===== src/rtl/tbc_pkg.sv =====
// Shared types and constants of the translated block cache.
// Command and status bundles between the controller and the datapath.
// No dependencies.
`timescale 1ns / 1ps

package tbc_pkg;

	// Link index width and the "no link" marker
	localparam int LINK_W = 7;
	localparam logic [LINK_W-1:0] LNONE = 7'h7F;

	// Operation codes of an input item
	typedef enum logic [2:0] {
		OP_LOOKUP = 3'd0,
		OP_INSERT = 3'd1,
		OP_MARK   = 3'd2,
		OP_LINK   = 3'd3,
		OP_STORE  = 3'd4,
		OP_WIPE   = 3'd5
	} op_t;

	// Cache entry state
	typedef enum logic [1:0] {
		ENT_EMPTY   = 2'd0,
		ENT_CODE    = 2'd1,
		ENT_REFUSED = 2'd2
	} ent_t;

	// Entry memory address source
	typedef enum logic [2:0] {
		ADR_IN    = 3'd0,
		ADR_PC    = 3'd1,
		ADR_SWEEP = 3'd2,
		ADR_CLR   = 3'd3,
		ADR_MARK  = 3'd4
	} addr_sel_t;

	// Record used by a closing transfer
	typedef enum logic [1:0] {
		REC_NONE   = 2'd0,
		REC_LOOKUP = 2'd1,
		REC_LINK   = 2'd2
	} rec_sel_t;

	// One result item
	typedef struct packed {
		logic        hit;
		logic        refused;
		logic [31:0] found_handle;
		logic        link_accepted;
		logic        patch_valid;
		logic [31:0] patch_site;
		logic        patch_to_code;
		logic [31:0] patch_handle;
	} res_t;

	// Controller to datapath
	typedef struct packed {
		logic      accept;
		logic      wipe_regs;
		addr_sel_t addr_sel;
		logic      link_cur;
		logic      clr_step;
		logic      ins_do;
		logic      link_commit;
		logic      walk_em;
		logic      mark_init;
		logic      mark_step;
		logic      st_start;
		logic      sw_chk;
		logic      sw_done;
		logic      finish;
		rec_sel_t  rec_sel;
	} cmd_t;

	// Datapath to controller
	typedef struct packed {
		logic out_free;
		logic walk_more;
		logic mark_more;
		logic bit_set;
		logic sweep_more;
		logic sweep_hit;
		logic clr_last;
	} sts_t;

endpackage


===== src/rtl/tbc_ctrl.sv =====
// Controller state machine of the translated block cache.
// Depends on tbc_pkg; drives the datapath through cmd_t, reads sts_t.
`timescale 1ns / 1ps

module tbc_ctrl (
	input  logic            clk,
	input  logic            arst_n,
	input  logic            item_valid,
	input  logic [2:0]      operation,
	output logic            item_ready,
	output tbc_pkg::cmd_t   cmd,
	input  tbc_pkg::sts_t   sts
);

	typedef enum logic [12:0] {
		S_CLR     = 13'b0000000000001,
		S_IDLE    = 13'b0000000000010,
		S_LOOKUP  = 13'b0000000000100,
		S_INS     = 13'b0000000001000,
		S_LINK    = 13'b0000000010000,
		S_MARK0   = 13'b0000000100000,
		S_MARK    = 13'b0000001000000,
		S_STORE   = 13'b0000010000000,
		S_SW_RD   = 13'b0000100000000,
		S_SW_CHK  = 13'b0001000000000,
		S_WALK_RD = 13'b0010000000000,
		S_WALK_EM = 13'b0100000000000,
		S_FIN     = 13'b1000000000000
	} state_t;

	state_t state_q, state_d;
	logic   sweep_q, sweep_d;
	logic   wipe_q, wipe_d;

	assign item_ready = (state_q == S_IDLE);

	// Next state and commands
	always_comb begin
		cmd          = '0;
		cmd.addr_sel = tbc_pkg::ADR_PC;
		cmd.rec_sel  = tbc_pkg::REC_NONE;
		state_d      = state_q;
		sweep_d      = sweep_q;
		wipe_d       = wipe_q;
		case (state_q)
			S_CLR: begin
				cmd.addr_sel = tbc_pkg::ADR_CLR;
				cmd.clr_step = 1'b1;
				if (sts.clr_last) begin
					state_d = wipe_q ? S_FIN : S_IDLE;
				end
			end
			S_IDLE: begin
				cmd.addr_sel = tbc_pkg::ADR_IN;
				if (item_valid) begin
					cmd.accept = 1'b1;
					sweep_d    = 1'b0;
					wipe_d     = 1'b0;
					case (tbc_pkg::op_t'(operation))
						tbc_pkg::OP_LOOKUP: state_d = S_LOOKUP;
						tbc_pkg::OP_INSERT: state_d = S_INS;
						tbc_pkg::OP_MARK:   state_d = S_MARK0;
						tbc_pkg::OP_LINK:   state_d = S_LINK;
						tbc_pkg::OP_STORE: begin
							sweep_d = 1'b1;
							state_d = S_STORE;
						end
						tbc_pkg::OP_WIPE: begin
							cmd.wipe_regs = 1'b1;
							wipe_d        = 1'b1;
							state_d       = S_CLR;
						end
						default: state_d = S_FIN;
					endcase
				end
			end
			S_LOOKUP: begin
				if (sts.out_free) begin
					cmd.finish  = 1'b1;
					cmd.rec_sel = tbc_pkg::REC_LOOKUP;
					state_d     = S_IDLE;
				end
			end
			S_LINK: begin
				if (sts.out_free) begin
					cmd.link_commit = 1'b1;
					cmd.finish      = 1'b1;
					cmd.rec_sel     = tbc_pkg::REC_LINK;
					state_d         = S_IDLE;
				end
			end
			S_INS: begin
				cmd.ins_do = 1'b1;
				state_d    = S_WALK_RD;
			end
			S_WALK_RD: begin
				cmd.link_cur = 1'b1;
				if (sts.walk_more) begin
					state_d = S_WALK_EM;
				end else begin
					state_d = sweep_q ? S_SW_RD : S_FIN;
				end
			end
			S_WALK_EM: begin
				cmd.link_cur = 1'b1;
				if (sts.out_free) begin
					cmd.walk_em = 1'b1;
					state_d     = S_WALK_RD;
				end
			end
			S_MARK0: begin
				cmd.mark_init = 1'b1;
				state_d       = S_MARK;
			end
			S_MARK: begin
				cmd.addr_sel = tbc_pkg::ADR_MARK;
				if (sts.mark_more) begin
					cmd.mark_step = 1'b1;
				end else begin
					state_d = S_FIN;
				end
			end
			S_STORE: begin
				if (sts.bit_set) begin
					cmd.st_start = 1'b1;
					state_d      = S_SW_RD;
				end else begin
					state_d = S_FIN;
				end
			end
			S_SW_RD: begin
				if (sts.sweep_more) begin
					cmd.addr_sel = tbc_pkg::ADR_SWEEP;
					state_d      = S_SW_CHK;
				end else begin
					cmd.sw_done = 1'b1;
					state_d     = S_FIN;
				end
			end
			S_SW_CHK: begin
				cmd.addr_sel = tbc_pkg::ADR_SWEEP;
				cmd.sw_chk   = 1'b1;
				state_d      = sts.sweep_hit ? S_WALK_RD : S_SW_RD;
			end
			S_FIN: begin
				if (sts.out_free) begin
					cmd.finish = 1'b1;
					state_d    = S_IDLE;
				end
			end
			default: state_d = S_IDLE;
		endcase
	end

	// State registers; reset starts the clearing pass
	always_ff @(posedge clk or negedge arst_n) begin
		if (!arst_n) begin
			state_q <= S_CLR;
			sweep_q <= 1'b0;
			wipe_q  <= 1'b0;
		end else begin
			state_q <= state_d;
			sweep_q <= sweep_d;
			wipe_q  <= wipe_d;
		end
	end

endmodule


===== config.mk =====
export PLATFORM = sky130hd
export DESIGN_NAME = tbc_ctrl
export DESIGN_NICKNAME = d
export VERILOG_FILES = /design/src/rtl/tbc_pkg.sv /design/src/rtl/tbc_ctrl.sv
export SDC_FILE = /design/constraint.sdc
export NUM_CORES = 1
export LEC_CHECK = 0
export ABC_AREA = 1
export BUFFER_PORTS_ARGS = -buffer_cell sky130_fd_sc_hd__buf_2
export CAP_MARGIN = 25
export CORE_MARGIN = 4
export CORE_UTILIZATION = 25
export DETAILED_ROUTE_END_ITERATION = 6
export GPL_ROUTABILITY_DRIVEN = 0
export PLACE_DENSITY = 0.5
export SETUP_SLACK_MARGIN = 0.4
export SYNTH_ARGS = -nofsm -noshare
export SYNTH_HDL_FRONTEND = slang
export SYNTH_SLANG_ARGS = --single-unit

===== constraint.sdc =====
create_clock -name clk -period 1.6 [get_ports clk]
set_input_delay 0.16 -clock clk [delete_from_list [all_inputs] [get_ports clk]]
set_output_delay 0.16 -clock clk [all_outputs]
set_load 0.02 [all_outputs]

==> impl_metrics.csv, run 1 <==
group,metric,value,unit
route,num_vias,1469,
sta,slew_headroom,0.7393,
sta,final.setup.worst_slack,-281.1,ps
sta,setup_viol,29,
die,die_y,76.88,um
synth,ys_async_sr_fraction,1.000,
min_path,holdCritPathClass,"in -> reg",
setup_path,r2r_slack,-240,ps
sta,slew_violations,0,
finish,fin_nets,282,
sta,fmax,531.6,MHz
finish,fin_cells,320,
global_routing,first_global_vias,1486,
route,drcViolationCount,0,
synth,synth.largest_area_cell,"dfrtp_1",
global_routing,grt.total_usage,0.1479,
synth,synth_top_area_frac,0.2954,
synth,ys_warn_count,0,
synth,syn_area,1186,um^2
setup_path,cp_max_fo,3,
synth,netlist_top_cells_count,"nand2_1, nor2_1, inv_1",
global_routing,grt_antenna_before_repair,0,
die,fp.coreArea,4474,um^2
clock_network,h-tree-depth,1,
synth,synth.most_common_cell,"nand2_1",
power,power_density,1453,nW/um^2
placement,placed_area,1637,um^2
sta,finalSetupTns,-5272,ps
clock_network,path_clk_slew,70,ps
power,p_leak,1.338,nW
finish,final_util,0.5724,
placement,place.port_buffers,31,
finish,n_fill_cell,369,
finish,drive_gt1_frac,0.7015,
clock_network,cts_buffers,3,
synth,yosys_most_used_dff,"dfrtp_1",
setup_path,critical_path_class,"reg -> out",
sta,fin_skew,5.577,ps
synth,ys_ff_latch,15,
clock_network,cts_tree,"done",
power,finalPower,0.003723,W
route,drt_first_iter_violations,66,
placement,dp_hpwl,2.841,mm
die,fp-row-count,24,
route,vias_per_cell,4.591,
status,violations,"setup timing",
die,die_x,76.88,um
clock_network,cts_sinks,15,
setup_path,startpoint_type,"register",
setup_path,required,1440,ps
route,routedWlPerCell,14.84,um
finish,postLayoutCellArea,2561,um^2
placement,dp_cells,274,
die,initial_core_util,0.2651,
global_routing,grt_pass1_wl,7.024,mm
synth,syn_avg_cell_area,6.817,um^2
sta,fin_crit_sh,1.176,
global_routing,overflow,0,
die,io_pins,32,
finish,area_growth,115.9,%
sta,fin_crit,1881,ps
synth,synth_area_leaders,"dfrtp_1, nand2_1, nor2_1",
synth,syn_nets,187,
die,dieArea,5911,um^2
sta,hold_viol_final,0,
sta,worst_pin_slew,391.1,ps
finish,n_antenna_cell,0,
synth,yosys.cell_types.count,27,
status,status,"finished with violations",
route,drt_wl_total,4.749,mm
clock_network,clockBufferDepth,2,
setup_path,critPathArrivalTime,1720,ps
sta,rsz0062_at_grt,"true",
synth,ys_seq_area_frac,0.3175,
finish,multiInputGateArea,1096,um^2
run,cap_violations,0,
finish,seqCellArea,376.6,um^2
route,first_pass_iters,4,
clock_network,root_buffer,"clkbuf_8",
setup_path,crit_path_end_kind,"output port",
power,ir_worst_vdd,0.6850,mV
global_routing,grt_max_degree,16,
synth,synth_edf_count,0,
clock_network,clkLatencyLatePin,260,ps
synth,postSynthCellCount,174,
route,detail-route-antenna-nets,0,
-- stage by stage --
| stage | hold WS [ps] | setup slack [ps] |
|---|---|---|
| 2_1_floorplan | -135.6 | -5.175 |
| 3_3_place_gp | 104.3 | -2.494 |
| 3_5_place_dp | 96.90 | 21.26 |
| 4_1_cts | 106.1 | -234.8 |
| 5_1_grt | 105.9 | -348.0 |
| 6_report | 107.2 | -281.1 |
-- final cells by class --
type | count | share of cell area
multi-input combinational | 130 | 0.4279
sequential | 15 | 0.1470
tap | 52 | 0.02540
clock buffer | 3 | 0.01612
timing repair buffer | 89 | 0.3337
inverter | 30 | 0.04788
clock inverter | 1 | 0.001954
-- state kept, by name, indices dropped and copies added (netlist names) --
signal / count
state_q: 13
sweep_q: 1
wipe_q: 1
-- worst max-delay path, cell delays in order, from the launching register on --
cell and delay [ps]:
dfrtp_1 410, nor2_4 200, nand2_4 130, buf_12 140, nor2_4 90, nand2_2 90
nand2_2 70, nor2_2 50, nand2_1 80, nand3_2 70, buf_6 130
-- worst paths after layout --
kind                               end         start  depth (start not counted)
hold / removal              state_q[3]  operation[2]                          2
hold reg to reg                sweep_q       sweep_q                          2
min in group asynchronous   state_q[4]        arst_n                          2
setup / recovery               cmd[13]    state_q[3]                         10
setup reg to reg           state_q[11]    state_q[3]                         12
max in group asynchronous   state_q[0]        arst_n                          2
-- cell families after synthesis --
logic type	synth area share
flops	0.3175
simple gates	0.5591
buf+inv	0.09494
compound gates	0.02848
-- layer usage --
layer	GRT usage	routed length (um)	up-vias
met5	0	0	-
met3	0.03396	175	13
met4	0.04710	165	0
li1	-	-	737
met1	0.1786	1872	679
met2	0.2578	2535	40
-- layout by cell type, fill, tap and decap left out --
cell	instances
o21ai_1	1
nor3b_2	1
nor3_2	4
nor2_2	6
or2_4	1
nor3_4	1
nand3_2	5
clkinv_2	1
dlygate4sd3_1	1
buf_12	3
o221ai_2	1
nand2_1	20
nand2_4	15
o21ai_2	1
nor2_8	1
nand3_1	10
nand4_1	1
clkbuf_8	3
nand3b_1	2
dfrtp_1	14
buf_4	26
nand3_4	6
buf_2	12
a21oi_1	2
o21ai_0	1
inv_1	15
nor2_4	23
inv_2	13
inv_4	1
inv_8	1
nand2_8	2
nor2_1	12
buf_6	47
or2_0	1
nand2_2	12
nand4_4	1
dfstp_2	1
-- repair_timing --
item,4_1_cts,5_1_grt
gates cloned,1,0
hold buffers,1,0
endpoints found under the setup margin,33,34
endpoints found under the hold margin,14,0
pin swaps,32,24
setup buffers,28,12
gates resized for setup,89,54
-- power by group --
| group | leakage, nW | internal [W] | switching [W] |
|---|---|---|---|
| logic | 1.11 | 0.00137 | 0.00149 |
| registers | 0.199 | 0.000464 | 0.0000745 |
| clock network | 0.0255 | 0.000173 | 0.000150 |
| total | 1.34 | 0.00201 | 0.00171 |
Note: power is estimated with default switching activity, not from simulation.
==> run 2: changes to the inputs <==
RECOVER_POWER = 100   (was unset)
==> run 2 against run 1 <==
The run still ends with setup timing left. Combinational power barely moved. Sequential power barely moved. Final cell count did not move. Sequential share of layout area barely moved.
==> impl_metrics.csv, run 2 (synthesis gave the netlist of run 1 again) <==
group,metric,value,unit
clock_network,cts_buffers,3,
run,cap_violations,0,
setup_path,crit_path_end_kind,"output port",
status,violations,"setup timing",
power,seq_power_share,0.144,
clock_network,cts_tree,"done",
clock_network,root_buffer,"clkbuf_8",
power,p_leak,1.336,nW
power,swShare,0.4600,
die,initial_core_util,0.2651,
sta,fin_skew,5.759,ps
die,fp-row-count,24,
clock_network,path_clk_slew,70,ps
finish,fin_cells,320,
clock_network,clockBufferDepth,2,
finish,top_regs,"state_q: 13 flops, sweep_q: 1 flops, wipe_q: 1 flops",
global_routing,grt.total_usage,0.1479,
placement,dp_slack,21.26,ps
finish,largest_reg_flops,13,
route,num_vias,1483,
route,drt_wl_total,4.739,mm
global_routing,grt_pass1_wl,7.024,mm
min_path,holdCritPathClass,"in -> reg",
setup_path,required,1440,ps
sta,final.setup.worst_slack,-280.2,ps
finish,n_antenna_cell,0,
sta,finalSetupTns,-5232,ps
clock_network,clkLatencyLatePin,260,ps
finish,seqCellArea,376.6,um^2
global_routing,overflow,0,
sta,hold_viol_final,0,
finish,area_growth,115.8,%
sta,worst_pin_slew,921.8,ps
power,comb_power_share,0.769,
route,drcViolationCount,0,
sta,worst_hold_slack,105.9,ps
power,clockPowerShare,0.087,
sta,rsz0062_at_grt,"true",
route,routedWlPerCell,14.81,um
clock_network,cts_sinks,15,
placement,dp_cells,274,
global_routing,met2_usage,0.2578,
placement,placed_area,1637,um^2
die,io_pins,32,
placement,place.port_buffers,31,
status,status,"finished with violations",
die,fp.coreArea,4474,um^2
setup_path,critical_path_class,"reg -> out",
finish,final_cell_mix,"buf_6, buf_4, nor2_4",
die,die_x,76.88,um
route,detail-route-antenna-nets,0,
global_routing,busiest_layer,"met2",
finish,regMostFlops,"state_q",
global_routing,use_met3,0.03396,
power,p_switching,0.001712,W
sta,fin_crit,1880,ps
finish,multiInputGateArea,1096,um^2
finish,drive_gt1_frac,0.6978,
power,power_density,1454,nW/um^2
finish,layout_commonest_cell,"buf_6",
global_routing,first_global_vias,1486,
die,die_y,76.88,um
clock_network,h-tree-depth,1,
route,first_pass_iters,4,
sta,slew_violations,0,
placement,dp_hpwl,2.841,mm
setup_path,cp_max_fo,3,
global_routing,grt_max_degree,16,
route,drt_first_iter_violations,51,
sta,fmax,531.8,MHz
setup_path,critPathArrivalTime,1720,ps
global_routing,grt_antenna_before_repair,0,
finish,fin_nets,282,
sta,slew_headroom,0.3854,
sta,fin_crit_sh,1.175,
finish,postLayoutCellArea,2560,um^2
sta,setup_viol,29,
die,dieArea,5911,um^2
setup_path,startpoint_type,"register",
power,p_int,0.002010,W
power,ir_worst_vdd,0.6840,mV
global_routing,global_route.usage.met1,0.1786,
route,vias_per_cell,4.634,
finish,n_fill_cell,367,
-- run 2: cell types whose count changed in the layout (fill, tap and decap cells not counted), sizes merged --
cell / change
buf: -1
clkbuf: +1
-- run 2: critical path, stage by stage (launching register included) --
cell and delay (ps):
dfrtp_1 410, nor2_4 190, nand2_4 130, buf_12 140, nor2_4 90, nand2_2 90, nand2_2 70, nor2_2 50
nand2_1 80, nand3_2 70, buf_6 130
-- run 2: path summary, 6_finish.rpt --
check,start,end,slack (ps),depth (start not counted)
worst max-delay path,state_q[3],cmd[13],-280,10
worst min-delay path,operation[2],state_q[3],110,2
worst max register to register,state_q[3],state_q[11],-240,12
worst min register to register,wipe_q,wipe_q,540,2
max in group asynchronous,arst_n,state_q[8],480,2
min in group asynchronous,arst_n,state_q[4],550,2
-- run 2: what timing repair did --
item                       in CTS  in global routing
hold buffers                    1                  0
pin swaps                      32                 24
gates resized for setup        89                 54
gates cloned                    1                  0
setup endpoints to repair      33                 34
setup buffers                  28                 12
hold endpoints to repair       14                  0
-- run 2: area by class of cell --
type,instances,share of cell area
clock buffer,3,0.01613
sequential,15,0.1471
inverter,30,0.04790
clock inverter,1,0.001955
multi-input combinational,130,0.4282
timing repair buffer,89,0.3333
tap,52,0.02542
-- run 2: routing by layer --
| layer | up-vias | wire length, um |
|---|---|---|
| li1 | 736 | - |
| met1 | 683 | 1852 |
| met2 | 49 | 2514 |
| met3 | 15 | 191 |
| met4 | 0 | 181 |
| met5 | - | 0 |
-- run 2: power groups by stage --
stage	clock [W]	combinational [W]	sequential (W)
finish	0.000324	0.00286	0.000537
CTS	0.000337	0.00218	0.000536
floorplan	0	0.00107	0.000540
global placement	0	0.00148	0.000541
detailed placement	0	0.00148	0.000543
global route	0.000348	0.00307	0.000546
-- run 2: through the flow --
| step | utilization | total power [W] |
|---|---|---|
| after detailed placement | 0.3658 | 0.002024 |
| after CTS | 0.5008 | 0.003056 |
| after global routing | 0.5721 | 0.003962 |
| after global placement | 0.3658 | 0.002022 |
| final | 0.5721 | 0.003721 |
| after floorplan | - | 0.001614 |
